## src/rtl/kuf_pkg.sv

```systemverilog
// shared types and constants of the kruskal union-find engine
package kuf_pkg;

    localparam int unsigned ID_W     = 11;
    localparam int unsigned WEIGHT_W = 52;
    localparam int unsigned TOTAL_W  = 63;

    // edge queue between front and back
    localparam int unsigned QUEUE_DEPTH = 4;
    localparam int unsigned QUEUE_AW    = 2;

    localparam logic [TOTAL_W-1:0] TOTAL_MAX = {TOTAL_W{1'b1}};

    // one classified edge as held in the queue
    typedef struct packed {
        logic                in_range;
        logic [ID_W-1:0]     node_a;
        logic [ID_W-1:0]     node_b;
        logic [WEIGHT_W-1:0] weight;
    } edge_entry_t;

    // head of the queue as seen by the back part
    typedef struct packed {
        logic        valid;
        edge_entry_t entry;
    } queue_head_t;

    // control from the back part to the front part
    typedef struct packed {
        logic pop;
        logic clearing;
    } back_ctrl_t;

    typedef enum logic [2:0] {
        ST_CLEAR,
        ST_IDLE,
        ST_FIND,
        ST_HALVE,
        ST_LINK
    } back_state_t;

endpackage

```

## src/rtl/kuf_result_if.sv

```systemverilog
// result channel: valid/ready handshake carrying the join flags and the running total
interface kuf_result_if;
    import kuf_pkg::*;

    logic               valid;
    logic               ready;
    logic               joined;
    logic               to_plant;
    logic [TOTAL_W-1:0] total_cost;

    modport source (output valid, output joined, output to_plant, output total_cost,
                    input ready);
    modport sink   (input valid, input joined, input to_plant, input total_cost,
                    output ready);
endinterface

```

## src/rtl/kuf_back.sv

```systemverilog
// back part: root walks with path halving, linking, saturating total and result register
module kuf_back #(
    parameter int unsigned NODE_COUNT = 2048,
    parameter int unsigned AW         = 11
) (
    input  logic          clk,
    input  logic          rst_n,
    input  kuf_pkg::queue_head_t head,
    output kuf_pkg::back_ctrl_t  ctrl,
    output logic          ram_wr_en,
    output logic [AW-1:0] ram_wr_addr,
    output logic [AW-1:0] ram_wr_data,
    output logic          ram_rd_en,
    output logic [AW-1:0] ram_rd_addr,
    input  logic [AW-1:0] ram_rd_data,
    kuf_result_if.source  results
);
    import kuf_pkg::*;

    back_state_t          state_reg, state_next;
    logic [AW-1:0]        clr_addr_reg, clr_addr_next;
    logic [AW-1:0]        cur_reg, cur_next;
    logic [AW-1:0]        ra_reg, ra_next;
    logic [AW-1:0]        b_reg, b_next;
    logic                 phase_b_reg, phase_b_next;
    logic                 plant_reg, plant_next;
    logic [WEIGHT_W-1:0]  weight_reg, weight_next;
    logic [TOTAL_W-1:0]   total_reg, total_next;
    logic                 out_valid_reg, out_valid_next;
    logic                 out_joined_reg, out_joined_next;
    logic                 out_plant_reg, out_plant_next;
    logic [TOTAL_W:0]     sum;
    logic                 can_pop;
    logic                 roots_differ;

    assign sum          = {1'b0, total_reg} + {(TOTAL_W+1-WEIGHT_W)'(0), weight_reg};
    assign roots_differ = (ra_reg != cur_reg);
    assign can_pop      = head.valid && (!out_valid_reg || results.ready);

    // next state and outputs
    always_comb
    begin
        state_next      = state_reg;
        clr_addr_next   = clr_addr_reg;
        cur_next        = cur_reg;
        ra_next         = ra_reg;
        b_next          = b_reg;
        phase_b_next    = phase_b_reg;
        plant_next      = plant_reg;
        weight_next     = weight_reg;
        total_next      = total_reg;
        out_valid_next  = out_valid_reg && !results.ready;
        out_joined_next = out_joined_reg;
        out_plant_next  = out_plant_reg;
        ctrl.pop        = 1'b0;
        ctrl.clearing   = 1'b0;
        ram_wr_en       = 1'b0;
        ram_wr_addr     = cur_reg;
        ram_wr_data     = ram_rd_data;
        ram_rd_en       = 1'b0;
        ram_rd_addr     = ram_rd_data;

        case (state_reg)
            // sweep the table back to identity after reset
            ST_CLEAR:
            begin
                ctrl.clearing = 1'b1;
                ram_wr_en     = 1'b1;
                ram_wr_addr   = clr_addr_reg;
                ram_wr_data   = clr_addr_reg;
                clr_addr_next = clr_addr_reg + 1'b1;
                if (clr_addr_reg == AW'(NODE_COUNT - 1))
                begin
                    state_next = ST_IDLE;
                end
            end

            // take the next queued edge once the result slot is free
            ST_IDLE:
            begin
                if (can_pop)
                begin
                    ctrl.pop = 1'b1;
                    if (!head.entry.in_range)
                    begin
                        out_valid_next  = 1'b1;
                        out_joined_next = 1'b0;
                        out_plant_next  = 1'b0;
                    end
                    else
                    begin
                        ram_rd_en    = 1'b1;
                        ram_rd_addr  = AW'(head.entry.node_a);
                        cur_next     = AW'(head.entry.node_a);
                        b_next       = AW'(head.entry.node_b);
                        phase_b_next = 1'b0;
                        weight_next  = head.entry.weight;
                        plant_next   = (head.entry.node_a == '0) || (head.entry.node_b == '0);
                        state_next   = ST_FIND;
                    end
                end
            end

            // parent of cur is in the read register
            ST_FIND:
            begin
                if (ram_rd_data == cur_reg)
                begin
                    if (!phase_b_reg)
                    begin
                        ra_next      = cur_reg;
                        cur_next     = b_reg;
                        phase_b_next = 1'b1;
                        ram_rd_en    = 1'b1;
                        ram_rd_addr  = b_reg;
                    end
                    else
                    begin
                        state_next = ST_LINK;
                    end
                end
                else
                begin
                    ram_rd_en   = 1'b1;
                    ram_rd_addr = ram_rd_data;
                    state_next  = ST_HALVE;
                end
            end

            // grandparent is in the read register: halve and step up
            ST_HALVE:
            begin
                ram_wr_en   = 1'b1;
                ram_wr_addr = cur_reg;
                ram_wr_data = ram_rd_data;
                cur_next    = ram_rd_data;
                ram_rd_en   = 1'b1;
                ram_rd_addr = ram_rd_data;
                state_next  = ST_FIND;
            end

            // second root hangs under the first, total saturates
            ST_LINK:
            begin
                out_valid_next  = 1'b1;
                out_joined_next = roots_differ;
                out_plant_next  = roots_differ && plant_reg;
                if (roots_differ)
                begin
                    ram_wr_en   = 1'b1;
                    ram_wr_addr = cur_reg;
                    ram_wr_data = ra_reg;
                    total_next  = sum[TOTAL_W] ? TOTAL_MAX : sum[TOTAL_W-1:0];
                end
                state_next = ST_IDLE;
            end

            default:
            begin
                state_next = ST_IDLE;
            end
        endcase
    end

    // control registers
    always_ff @(posedge clk or negedge rst_n)
    begin
        if (!rst_n)
        begin
            state_reg     <= ST_CLEAR;
            clr_addr_reg  <= '0;
            phase_b_reg   <= 1'b0;
            total_reg     <= '0;
            out_valid_reg <= 1'b0;
        end
        else
        begin
            state_reg     <= state_next;
            clr_addr_reg  <= clr_addr_next;
            phase_b_reg   <= phase_b_next;
            total_reg     <= total_next;
            out_valid_reg <= out_valid_next;
        end
    end

    // payload registers
    always_ff @(posedge clk)
    begin
        cur_reg        <= cur_next;
        ra_reg         <= ra_next;
        b_reg          <= b_next;
        plant_reg      <= plant_next;
        weight_reg     <= weight_next;
        out_joined_reg <= out_joined_next;
        out_plant_reg  <= out_plant_next;
    end

    assign results.valid      = out_valid_reg;
    assign results.joined     = out_joined_reg;
    assign results.to_plant   = out_plant_reg;
    assign results.total_cost = total_reg;

endmodule

```

## src/flat_wrapper.sv

```systemverilog
// flat-port wrapper written by rule: the top's interface ports become plain ports
module kuf_back_flat import kuf_pkg::*;
#(
    parameter int unsigned NODE_COUNT = 2048,
    parameter int unsigned AW         = 11
)
  (clk, rst_n, head, ctrl, ram_wr_en, ram_wr_addr, ram_wr_data, ram_rd_en, ram_rd_addr, ram_rd_data, results_valid, results_joined, results_to_plant, results_total_cost, results_ready);
  kuf_result_if results_i ();
  input  logic clk;
  input  logic rst_n;
  input  kuf_pkg::queue_head_t head;
  output kuf_pkg::back_ctrl_t ctrl;
  output logic ram_wr_en;
  output logic [AW-1:0] ram_wr_addr;
  output logic [AW-1:0] ram_wr_data;
  output logic ram_rd_en;
  output logic [AW-1:0] ram_rd_addr;
  input  logic [AW-1:0] ram_rd_data;
  output wire logic [$bits(results_i.valid)-1:0] results_valid;
  output wire logic [$bits(results_i.joined)-1:0] results_joined;
  output wire logic [$bits(results_i.to_plant)-1:0] results_to_plant;
  output wire logic [$bits(results_i.total_cost)-1:0] results_total_cost;
  input wire logic [$bits(results_i.ready)-1:0] results_ready;
  assign results_valid = results_i.valid;
  assign results_joined = results_i.joined;
  assign results_to_plant = results_i.to_plant;
  assign results_total_cost = results_i.total_cost;
  assign results_i.ready = results_ready;
  kuf_back #(.NODE_COUNT(NODE_COUNT), .AW(AW)) u_core (.clk(clk), .rst_n(rst_n), .head(head), .ctrl(ctrl), .ram_wr_en(ram_wr_en), .ram_wr_addr(ram_wr_addr), .ram_wr_data(ram_wr_data), .ram_rd_en(ram_rd_en), .ram_rd_addr(ram_rd_addr), .ram_rd_data(ram_rd_data), .results(results_i));
endmodule
```

## config.mk

```make
export PLATFORM = sky130hd
export DESIGN_NAME = kuf_back_flat
export DESIGN_NICKNAME = d
export VERILOG_FILES = /design/src/rtl/kuf_pkg.sv /design/src/rtl/kuf_result_if.sv /design/src/rtl/kuf_back.sv /design/src/flat_wrapper.sv
export SDC_FILE = /design/constraint.sdc
export NUM_CORES = 1
export LEC_CHECK = 0
export BUFFER_PORTS_ARGS = -buffer_cell sky130_fd_sc_hd__buf_4
export CAP_MARGIN = 20
export CORE_ASPECT_RATIO = 1.4
export CORE_MARGIN = 2
export CORE_UTILIZATION = 30
export CTS_CLUSTER_DIAMETER = 30
export DETAILED_ROUTE_END_ITERATION = 7
export GPL_TIMING_DRIVEN = 1
export PLACE_DENSITY_LB_ADDON = 0.08
export SYNTH_ARGS = -nofsm -noshare
export SYNTH_HDL_FRONTEND = slang
export SYNTH_SLANG_ARGS = --single-unit
```

## constraint.sdc

```tcl
create_clock -name clk -period 5.58 [get_ports clk]
set_input_delay 0.837 -clock clk [delete_from_list [all_inputs] [get_ports clk]]
set_output_delay 0.837 -clock clk [all_outputs]
set_load 0.01 [all_outputs]
```

==> results of run 1 <==
## critical path, cell delays in order (launching register included)
cell,delay [ps]
dfrtp_1,990
nand2b_1,170
nor3_1,300
and2_4,520
buf_4,600
a22oi_1,180
nand2_1,120
buf_4,130
## layout make-up
class,count,area (µm²)
Fill cell,3496,21290
Multi-Input combinational cell,823,5388
Sequential cell,167,4619
Timing Repair Buffer,202,1516
Tap cell,451,564.3
Clock buffer,17,425.4
Clock inverter,15,176.4
Inverter,14,52.55
## layout by cell type (no fill, tap or decap), types with 11 or more instances in the layout
cell type / Yosys / routed
o22a_1: 20 / 20
nand2_1: 135 / 135
ha_1: 53 / 53
clkbuf_16: 0 / 17
edfxtp_1: 88 / 88
buf_4: 8 / 202
a31oi_1: 32 / 32
o22ai_1: 23 / 23
nand4_1: 25 / 25
nor2_1: 85 / 85
nor3_1: 18 / 18
o21ai_0: 49 / 49
nor4_1: 13 / 12
a22oi_1: 11 / 11
a21o_1: 30 / 30
xnor2_1: 29 / 29
dfrtp_1: 79 / 79
mux2i_1: 12 / 12
inv_1: 13 / 13
and3_1: 11 / 11
o211ai_1: 11 / 11
a21oi_1: 74 / 74
nand3_1: 27 / 27
xor2_1: 49 / 49
## cells by family after synthesis
kind of cell | synth area share, %
AND/OR/NAND/NOR | 15.85
AO/OA/AOI/OAI | 20.64
flip-flops | 44.64
XOR/XNOR | 6.602
buffers and inverters | 3.374
adder cells (fa/ha/maj) | 6.602
multiplexers | 2.285
## metrics by stage
step / power (W) / hold slack, ps / util (%) / worst slack (ps)
5_1_grt: 0.003390 / 345.7 / 37.44 / 953.2
2_1_floorplan: 0.001743 / 479.3 / - / 494.5
6_report: 0.003251 / 330.6 / 37.44 / 1231
3_5_place_dp: 0.002023 / 530.9 / 35.67 / 1633
3_3_place_gp: 0.002023 / 538.1 / 35.67 / 1673
4_1_cts: 0.003293 / 332.2 / 37.44 / 1150
## power breakdown
group,switching [W],internal [W]
combinational,0.000237,0.000235
sequential,0.000134,0.00139
clock,0.000576,0.000678
total,0.000947,0.00230
## how the worst max path moves through the flow
stage | from | endpoint | slack (ps) | cells after the start
floorplan | results_ready | ram_rd_addr[2] | 490 | 8
global placement | results_ready | ram_rd_addr[10] | 1670 | 9
detailed placement | results_ready | ram_rd_addr[10] | 1630 | 9
CTS | u_core.state_reg[0] | ram_rd_addr[10] | 1150 | 7
global route | u_core.state_reg[0] | ram_rd_addr[10] | 950 | 7
finish | u_core.state_reg[0] | ram_rd_addr[10] | 1230 | 7
## synth_stat cells (4+ instances only)
library cell / count / area [µm²]
xnor2_1: 29 / 254.0
or2_2: 4 / 25.02
a211oi_1: 9 / 67.56
nand2_1: 135 / 506.7
buf_2: 17 / 85.08
and3_1: 11 / 68.82
mux2i_1: 12 / 120.1
nand3_1: 27 / 135.1
o21ai_0: 49 / 245.2
buf_4: 8 / 60.06
o211ai_1: 11 / 82.58
nand2b_1: 7 / 43.79
o21a_1: 10 / 75.07
dfrtp_1: 79 / 1977
nor3_1: 18 / 90.09
nor4_1: 13 / 81.33
clkbuf_1: 33 / 123.9
clkbuf_2: 4 / 20.02
ha_1: 53 / 663.1
inv_1: 13 / 48.80
mux2_2: 4 / 45.04
a21oi_1: 74 / 370.4
a21oi_2: 4 / 35.03
and2_1: 8 / 50.05
a31oi_1: 32 / 200.2
a21o_1: 30 / 225.2
a22oi_1: 11 / 82.58
o21ai_1: 7 / 35.03
mux2_1: 5 / 56.30
o22a_1: 20 / 175.2
nor2_1: 85 / 319.1
edfxtp_1: 88 / 2643
xor2_1: 49 / 429.2
o21bai_1: 8 / 60.06
nand4_1: 25 / 156.4
o22ai_1: 23 / 143.9
## per-layer routing
| metal | track usage [%] | vias up |
|---|---|---|
| met3 | 5.147 | 41 |
| met4 | 6.452 | 2 |
| met5 | 0 | - |
| met2 | 33.96 | 224 |
| met1 | 20.70 | 4124 |
| li1 | - | 4276 |
==> flow_metrics.tcl, run 1 <==
set metrics [dict create \
    run_status "complete, no violations" \
    required_time_at_the_worst_slack_endpoint_ps 4740 \
    synth.distinct_cells 77 \
    detail_route.first_pass.iterations 5 \
    global_route.usage.total_pct 18.62 \
    avgSynthCellArea_um2 9.689 \
    start_util_pct 30.40 \
    met1_length_mm 13.00 \
    cp-end-kind "output pin" \
    crit-reg2reg-capture "u_core.results.total_cost[52]" \
    core_area_um2 34030 \
    cts.sink_count 167 \
    boundaryPins 193 \
    power_leakage_nw 5.587 \
    max_slew_vio_count 0 \
    clk_buf_depth 2 \
    critPathArrivalTime_ps 3510 \
    placed_area_um2 12140 \
    peakVddDrop_mv 0.1788 \
    final.setup_skew_ps 13.03 \
    rr_startpoint "u_core.results.total_cost[0]" \
    wl_mm 33.49 \
    period_share_pct 77.93 \
    yosysSeqAreaShare_pct 44.64 \
    antenna-diode-count 0 \
    wl_per_cell_um 19.83 \
    cp_max_fo 44 \
    grt-ovfl-total 0 \
    grt_pass1_wl_mm 51.09 \
    dp_cells 1657 \
    tightestPinTransition_ps 976.5 \
    number_of_cells_in_the_finished_layout_apart_from_fillers 1689 \
    final.min_clock_period_ps 4349 \
    drt_first_iter_violations 429 \
    synthToLayoutAreaGrowth_pct 23.14 \
    gp_routability_congestion 0.8695 \
    met2_length_mm 17.60 \
    grt_antenna_before_repair 1 \
    clk_transition_reported_paths_ps 70 \
    synth-async-reset-ratio_pct 47.31 \
    cap_violations 0 \
    detailroute.wirelength.met3_mm 2.027 \
    drive_above_1_share_pct 21.49 \
    fp-row-count 80 \
    worst-setup-path-type "reg -> out" \
    cts.repair_timing.setup_buffer_count 0 \
    ff2ff_path_depth 11 \
    ys_ff_latch 167 \
    clock_tree_from_tritoncts "built" \
    route.detailed.vias_per_inst 5.131 \
    htreeDepth 4 \
    type_of_origin_of_the_critical_path "register" \
    largest_register_ff_count 63 \
    top_signal_layer_used "met5" \
    finalSetupViolCount 0 \
    floorplan.die_area_um2 36010 \
    clock_latency_reported_for_the_late_side_of_the_worst_skew_pair_ps 460 \
    synth.net_count 1212 \
    detailed_place_hpwl_mm 25.29 \
    grt_max_degree 51 \
    synth_area_um2 10350 \
    hp-class "in -> async" \
    number_of_cells_upsized_or_downsized_after_cts 0 \
    final_antenna_net_count 0 \
    synth_warnings 0 \
    die_width_um 161.0 \
    vias 8667 \
    setup_repair_after_global_routing_missed_its_margin "no" \
    slew_headroom_pct 34.66 \
    clockRootBuffer "clkbuf_16" \
    totalNegativeSetupSlack_ps 0 \
    vias_in_the_first_global_route 8863 \
    cts_made_buffers 17 \
    floorplan.die.height_um 223.7 \
    nNetsFinal 1369 \
    finish.instance_area_um2 12740 \
    drcViolationCount 0 \
    synthesis.instances 1068 \
    synth-edff-count 88 \
    worst-r2r-setup-slack_ps 1920 \
    fmax_mhz 230.0 \
    pwr_density_cell_nw_per_um2 255.1 \
    buffer_ports.inserted 192 \
    dominantRegCellSynth "edfxtp_1" \
    report.final.hold_viol_count 0 \
    quantity_of_hold_fixing_buffers_added_after_cts 0 \
]
(Power assumes the default switching activity.)
==> inputs of run 2 (changes only) <==
ABC_AREA = 1   (was unset)
clock period = 4.35 ns   (was 5.58 ns; I/O delays follow)
==> run 2 against run 1 <==
Compared with the run above:
- worst hold slack worse by 160 ps
- worst setup slack got worse by 400 ps
- sequential power increased by 32%
==> flow_metrics.tcl, run 2 <==
set metrics [dict create \
    vias 11461 \
    synth-edff-count 88 \
    rr_startpoint "u_core.cur_reg[7]" \
    floorplan.die.height_um 243.2 \
    final.setup_skew_ps 15.85 \
    final_antenna_net_count 0 \
    synthesis.instances 1773 \
    antenna-diode-count 0 \
    slew_headroom_pct 53.82 \
    global_route.usage.total_pct 21.62 \
    detailed_place_hpwl_mm 37.42 \
    avgSynthCellArea_um2 6.916 \
    leading_cell_type_in_the_layout_fill_and_taps_excluded "nand2_1" \
    synth.net_count 1917 \
    ff2ff_path_depth 11 \
    number_of_cells_upsized_or_downsized_after_cts 0 \
    drt_first_iter_violations 631 \
    finish.instance_area_um2 14870 \
    boundaryPins 193 \
    setup_repair_after_global_routing_missed_its_margin "no" \
    largest_register_ff_count 63 \
    critPathArrivalTime_ps 2870 \
    cp_max_fo 18 \
    peakVddDrop_mv 0.2759 \
    synth.distinct_cells 45 \
    start_util_pct 30.44 \
    totalNegativeSetupSlack_ps 0 \
    layout_common_cells "nand2_1 (607), inv_1 (299), nor2_1 (247), buf_4 (202), edfxtp_1 (88)" \
    cts_made_buffers 17 \
    floorplan.die_area_um2 42530 \
    fp-row-count 87 \
    hp-class "in -> async" \
    die_width_um 174.9 \
    synth_largest_type_area_fraction_pct 21.55 \
    wl_mm 45.29 \
    detail_route.first_pass.iterations 5 \
    drive_above_1_share_pct 14.31 \
    met1_usage_pct 23.12 \
    gp_routability_congestion 0.9304 \
    type_of_origin_of_the_critical_path "register" \
    report.final.hold_viol_count 0 \
    final.min_clock_period_ps 3523 \
    synth_area_um2 12260 \
    period_share_pct 81.00 \
    htreeDepth 4 \
    cap_violations 0 \
    clock_tree_from_tritoncts "built" \
    pwr_density_cell_nw_per_um2 327.4 \
    dominantRegCellSynth "edfxtp_1" \
    cts.sink_count 167 \
    gr-usage-met3_pct 4.402 \
    fmax_mhz 283.8 \
    quantity_of_hold_fixing_buffers_added_after_cts 0 \
    synth_warnings 0 \
    clk_buf_depth 2 \
    use_met2_pct 40.85 \
    crit-reg2reg-capture "u_core.results.total_cost[37]" \
    grt_max_degree 43 \
    clock_latency_reported_for_the_late_side_of_the_worst_skew_pair_ps 480 \
    finalSetupViolCount 0 \
    max_slew_vio_count 0 \
    global_route.peak_usage_layer "met2" \
    synthToLayoutAreaGrowth_pct 21.29 \
    grt_antenna_before_repair 0 \
    nNetsFinal 2115 \
    clockRootBuffer "clkbuf_16" \
    ys_ff_latch 167 \
    run_status "complete, no violations" \
    buffer_ports.inserted 192 \
    vias_in_the_first_global_route 11622 \
    worst-r2r-setup-slack_ps 1170 \
    worst-setup-path-type "reg -> out" \
    grt_pass1_wl_mm 68.38 \
    synth_largest_area_cell "edfxtp_1" \
    drcViolationCount 0 \
    required_time_at_the_worst_slack_endpoint_ps 3700 \
    power_leakage_nw 7.670 \
    core_area_um2 40280 \
    route.detailed.vias_per_inst 4.552 \
    cts.repair_timing.setup_buffer_count 0 \
    cp-end-kind "output pin" \
    wl_per_cell_um 17.99 \
    placed_area_um2 14320 \
    yosysSeqAreaShare_pct 37.67 \
    grt-ovfl-total 0 \
    synthMostInstantiatedCell "nand2_1" \
    synth-async-reset-ratio_pct 47.31 \
    yosys-top-cells-count "nand2_1 (607), inv_1 (299), nor2_1 (248)" \
    tightestPinTransition_ps 689.5 \
    clk_transition_reported_paths_ps 80 \
    biggest_area_contributors_in_the_synthesized_netlist "edfxtp_1 (22%), nand2_1 (19%), dfrtp_1 (16%)" \
]
-- run 2: changes by cell type in the layout (fill, tap and decap cells not counted), sizes merged, moves of 20 or more --
cell,change
o22ai,-21
nand2,+488
o21ai,-36
nor2,+173
o22a,-20
a21o,-29
nand3,+59
a31oi,-31
o211ai,+29
inv,+289
-- run 2: routing by layer --
| metal | share of wire [%] | routed length, µm |
|---|---|---|
| met1 | 39 | 17710 |
| met2 | 53 | 23930 |
| met3 | 4.4 | 1994 |
| met4 | 3.6 | 1651 |
| met5 | 0 | 0 |
-- run 2: stage by stage --
step                      setup WS, ps  utilization [%]  power (W)  hold WS, ps  cells
after floorplan                  199.3                -   0.002765        356.9   1773
after global placement            1193            35.55   0.003419        492.9   2486
after detailed placement          1119            35.55   0.003412        496.0   2486
after CTS                        758.8            36.92   0.004949        184.6   2518
after global routing             658.3            36.92   0.005141        210.4   2518
final                            826.5            36.92   0.004870        174.7   2518
-- run 2: area by class of cell --
class / count / area (µm²)
multi-input cells: 1276 / 6356
well taps: 534 / 668.1
repair buffers: 202 / 1516
fillers: 4406 / 25400
flip-flops and latches: 167 / 4619
clock buffers: 19 / 442.9
inverters: 307 / 1157
clock inverters: 13 / 111.4
-- run 2: critical path: stages (launching register included) --
cell and delay (ps):
edfxtp_1 450, inv_1 110, nand2_1 50, nand4_1 170
nor3_1 60, nand3_1 240, clkinv_1 520, o211ai_1 440
o211ai_1 170, buf_4 180
-- run 2: worst max-delay path by stage --
stage                      startpoint                       endpoint  slack (ps)  cells after the start
floorplan               results_ready                 ram_rd_addr[2]         200                      9
global placement    u_core.cur_reg[3]  u_core.results.total_cost[38]        1190                      9
detailed placement  u_core.cur_reg[7]  u_core.results.total_cost[51]        1120                     11
CTS                 u_core.cur_reg[7]                 ram_wr_data[8]         760                      9
global route        u_core.cur_reg[2]                 ram_wr_data[8]         660                      9
finish              u_core.cur_reg[7]                 ram_wr_data[8]         830                      9
-- run 2: cell families after synthesis --
kind of cell	Yosys count	synth area share, %
compound gates	138	7.694
xor+xnor	57	4.071
fa+ha+maj	54	5.571
buf+inv	330	10.55
flops	167	37.67
simple gates	1027	34.44
-- run 2: power breakdown --
group | leakage [nW] | internal, W | switching, W | total (W)
logic | 5.50 | 0.000524 | 0.000823 | 0.00135
clock network | 0.275 | 0.000764 | 0.000748 | 0.00151
registers | 1.89 | 0.00188 | 0.000132 | 0.00201
total | 7.67 | 0.00317 | 0.00170 | 0.00487
